### config.mk
export PLATFORM = sky130hd
export DESIGN_NAME = psi_front
export DESIGN_NICKNAME = d
export VERILOG_FILES = /design/src/rtl/psi_pkg.sv /design/src/rtl/psi_front.sv
export SDC_FILE = /design/constraint.sdc
export NUM_CORES = 1
export LEC_CHECK = 0
export ABC_AREA = 1
export CAP_MARGIN = 5
export CORE_UTILIZATION = 25
export CTS_BUF_LIST = sky130_fd_sc_hd__clkbuf_8
export CTS_CLUSTER_DIAMETER = 40
export DETAILED_ROUTE_END_ITERATION = 8
export DONT_BUFFER_PORTS = 1
export PLACE_DENSITY_LB_ADDON = 0.08
export SETUP_SLACK_MARGIN = 0.2
export SKIP_LAST_GASP = 1
export SLEW_MARGIN = 0
export SYNTH_ARGS = -nofsm -noshare
export SYNTH_HDL_FRONTEND = slang
export SYNTH_SLANG_ARGS = --single-unit
export TNS_END_PERCENT = 10
### constraint.sdc
create_clock -name clk -period 13.5 [get_ports clk]
set_clock_uncertainty 0.05 [all_clocks]
set_input_delay 2.7 -clock clk [delete_from_list [all_inputs] [get_ports clk]]
set_output_delay 2.7 -clock clk [all_outputs]
set_load 0.01 [all_outputs]
### src/rtl/psi_pkg.sv
// ----------------------------------------------------------------------------
// psi_pkg
// Shared types and constants for the particle store integrator.
// ----------------------------------------------------------------------------
package psi_pkg;

	localparam int SLOTS_DEF = 1024;
	localparam int CNT_W     = 11;
	localparam logic [7:0] OPACITY_FULL = 8'd255;

	typedef enum logic {
		OP_SPAWN = 1'b0,
		OP_TICK  = 1'b1
	} op_t;

	// spawn payload plus decoded operation
	typedef struct packed {
		op_t              op;
		logic [2:0][31:0] pos;
		logic [2:0][31:0] vel;
		logic [2:0][31:0] acc;
		logic [7:0]       fade;
		logic [15:0]      life;
	} cmd_t;

	// pos, vel, acc of one slot
	typedef struct packed {
		logic [2:0][31:0] pos;
		logic [2:0][31:0] vel;
		logic [2:0][31:0] acc;
	} kin_t;

	// queue handshake toward the back end
	typedef struct packed {
		logic valid;
		cmd_t cmd;
	} qout_t;

	typedef enum logic [2:0] {
		ST_IDLE,
		ST_SP_RD,
		ST_SP_WR,
		ST_TK_RD,
		ST_TK_EX,
		ST_TK_FREE
	} bstate_t;

endpackage

### src/rtl/psi_front.sv
// ----------------------------------------------------------------------------
// psi_front
// Accepts decoded commands and holds them in a
// two-word queue until the back end takes them.
// ----------------------------------------------------------------------------
module psi_front (
	input  logic          clk,
	input  logic          arst_n,
	input  logic          start,
	output logic          busy,
	input  psi_pkg::cmd_t cmd_in,
	output psi_pkg::qout_t qout,
	input  logic          pop
);
	import psi_pkg::*;

	cmd_t       q_mem [2];
	logic       wr_ptr_q, rd_ptr_q;
	logic [1:0] cnt_q;
	logic       push;

	assign busy = (cnt_q == 2'd2);
	assign push = start && !busy;

	always_ff @(posedge clk or negedge arst_n) begin
		if (!arst_n) begin
			wr_ptr_q <= 1'b0;
			rd_ptr_q <= 1'b0;
			cnt_q    <= 2'd0;
		end else begin
			if (push) wr_ptr_q <= !wr_ptr_q;
			if (pop)  rd_ptr_q <= !rd_ptr_q;
			cnt_q <= cnt_q + {1'b0, push} - {1'b0, pop};
		end
	end

	always_ff @(posedge clk) begin
		if (push) q_mem[wr_ptr_q] <= cmd_in;
	end

	assign qout.valid = (cnt_q != 2'd0);
	assign qout.cmd   = q_mem[rd_ptr_q];

endmodule

==> flow_summary.ini <==
[outcome]
status = finished clean

[power_and_ir_drop]
powerDensity_nw_per_um2 = 224
power_frac_clock_pct = 29.8
p_switching_mw = 2.13
p_total_mw = 6.04
ir_drop_mv = 0.130
seq_power_share_pct = 46.1
leakagePower_nw = 10.1
p_int_mw = 3.91
p_comb_share_pct = 24.1
swShare_pct = 35.2

[global_route]
grt_overflow_total = 0
grt_usage_pct = 12.1
antenna_found_initial = 7
grt_max_degree = 225
grt_pass1_wl_um = 81700
grt_pass1_vias = 11600

[setup_path]
crit_arrival_ps = 3810
crit_top_cell = buf_12
critPathSlowestCell = dfrtp_4
critPathRequiredTime_ps = 10750
critPathMaxStageDelay_ps = 890
crit_fanout = 224
crit_chain = buf_12, buf_12, o21ai_0
end_kind = output pin
criticalPathCategory = reg2out
cp-start-kind = flip-flop

[sta]
worstMarginPinSlew_ps = 1090
period_share_pct = 48.6
rsz0062_at_grt = false
finalCriticalPeriod_ps = 6560
hold_viol = 0
maxSlewViolCount = 0
fmax_mhz = 152
setup_viol = 0
setup_tns_ps = 0
slew_headroom_pct = 27.1

[cts]
path_clk_slew_ps = 60
post-cts-setup-buffers = 0
cts_tree = done
clockBufferDepth = 3
cts_resized = 0
clock_sinks = 630
clockRootBuffer = clkbuf_8
htreeDepth = 3
postCtsHoldBufs = 0
cts_buffers = 121
clk-insertion-delay-late_ps = 740

[final_layout]
fin_cells = 3071
final_core_util_pct = 29.3
area_growth_pct = 15.6
fill_cells = 9257
nets = 2046
drive_above_1_share_pct = 9.17

[route]
post-route-drc-count = 0
wl_per_cell_um = 19.3
routed_wl_um = 59100
antenna_left = 0
vias = 11900
drt_iter0_markers = 569
vias_per_cell = 3.86
dr.pass1.iters = 6

[synth]
synth_top_family_by_area = buffers and inverters
synth_area_um2 = 23300
synthAdderAreaFrac_pct = 0.107
syn_area_per_cell_um2 = 14.0
synth_xor_area_share_pct = 0.0375
synth_cell_types = 14
syn_inst = 1663
synth_fp_nets = 1982
synthSimpleGateAreaFrac_pct = 5.25
synth_mux_area_share_pct = 0
ys_ff_latch = 630
yosysSeqAreaShare_pct = 81.0
yosys_warnings = 0
synth_compound_area_share_pct = 6.71

[floorplanning]
core_um2 = 92100
io_pins = 632
num_rows = 111
die_w_um = 308
die_h_um = 308
die_area_um2 = 94600
start_util_pct = 25.3

[place]
gp_congestion = 0.724
dp.final_hpwl_um = 39000
portBuffers = 0
dp.cells = 2847

[hold_path]
hold_path_class = reg2reg

[job]
cap_violations = 0
## registers in the layout, indices dropped and copies added (netlist names)
signal    count
q_mem       626
cnt_q         2
rd_ptr_q      1
wr_ptr_q      1
## synthesized netlist by cell type, drive strengths merged
cell type	n	area, µm²
nor2	1	3.75
inv	321	1200
xor2	1	8.76
edfxtp	626	18800
nand3	2	10.0
clkbuf	24	90.1
nand2	323	1210
dfrtp	4	100
ha	2	25.0
o21ai	313	1570
buf	46	315
## layout make-up
class | count | area (µm²) | area share, %
diodes | 6 | 15.0 | 0.0557
clock buffers | 124 | 1710 | 6.33
clock inverters | 94 | 618 | 2.29
inverters | 321 | 1210 | 4.49
multi-input cells | 642 | 2830 | 10.5
flip-flops and latches | 630 | 18900 | 70.1
well taps | 1243 | 1560 | 5.77
repair buffers | 11 | 133 | 0.492
## metal layers
layer | wire length [µm] | GRT usage, % | share of wire (%) | vias to the layer above
li1 | - | - | - | 5788
met1 | 19300 | 11.4 | 33 | 5440
met2 | 28600 | 20.1 | 48 | 507
met3 | 9770 | 9.33 | 17 | 119
met4 | 1460 | 4.00 | 2.5 | 8
met5 | 48 | 0 | 0.081 | -
## path summary, 6_finish.rpt
check	start	end	slack, ps	cells past startpoint
hold / removal	wr_ptr_q$_DFFE_PN0P_	wr_ptr_q$_DFFE_PN0P_	420	2
hold reg to reg	wr_ptr_q$_DFFE_PN0P_	wr_ptr_q$_DFFE_PN0P_	420	2
max in group asynchronous	arst_n	rd_ptr_q$_DFFE_PN0P_	11720	0
min in group asynchronous	arst_n	rd_ptr_q$_DFFE_PN0P_	1600	0
setup / recovery	rd_ptr_q$_DFFE_PN0P_	qout[167]	6940	3
setup reg to reg	cnt_q[1]$_DFF_PN0_	q_mem[0][246]$_DFFE_PP_	9740	5
## logic make-up after synthesis
family | Yosys count
flops | 630
buf+inv | 391
simple gates | 326
compound gates | 313
fa+ha+maj | 2
xor+xnor | 1
## per-stage QoR
step | cell area [µm²] | setup slack [ps] | hold slack, ps
floorplan | 23300 | 2030 | 392
global placement | 24600 | 7470 | 425
detailed placement | 24600 | 7490 | 412
CTS | 27000 | 6780 | 424
global route | 27000 | 6540 | 474
finish | 27000 | 6940 | 419
## power by group through the flow
stage | clock network, mW | registers (mW) | logic (mW)
after floorplan | 0 | 2.92 | 1.09
after global placement | 0 | 2.82 | 1.52
after detailed placement | 0 | 2.83 | 1.53
after CTS | 1.88 | 2.79 | 1.53
after global routing | 1.96 | 2.83 | 1.64
final | 1.80 | 2.79 | 1.45
## cell usage in the layout, fill, tap and decap left out, types with 4 or more instances in the layout
cell | Yosys | routed
edfxtp_1 | 626 | 626
clkinvlp_4 | 0 | 5
clkbuf_8 | 0 | 124
bufinv_16 | 0 | 8
buf_12 | 0 | 4
diode_2 | 0 | 6
o21ai_0 | 263 | 262
inv_1 | 321 | 356
clkinv_2 | 0 | 13
buf_4 | 4 | 7
clkinv_1 | 0 | 29
nand2_1 | 323 | 323
o21ai_1 | 50 | 51
## worst max-delay path, delay by kind of cell (launching register included)
family	cells	cell delay, ps
AO/OA/AOI/OAI	1	480
buffers and inverters	2	1110
flip-flops	1	890
(Power assumes the default switching activity.)
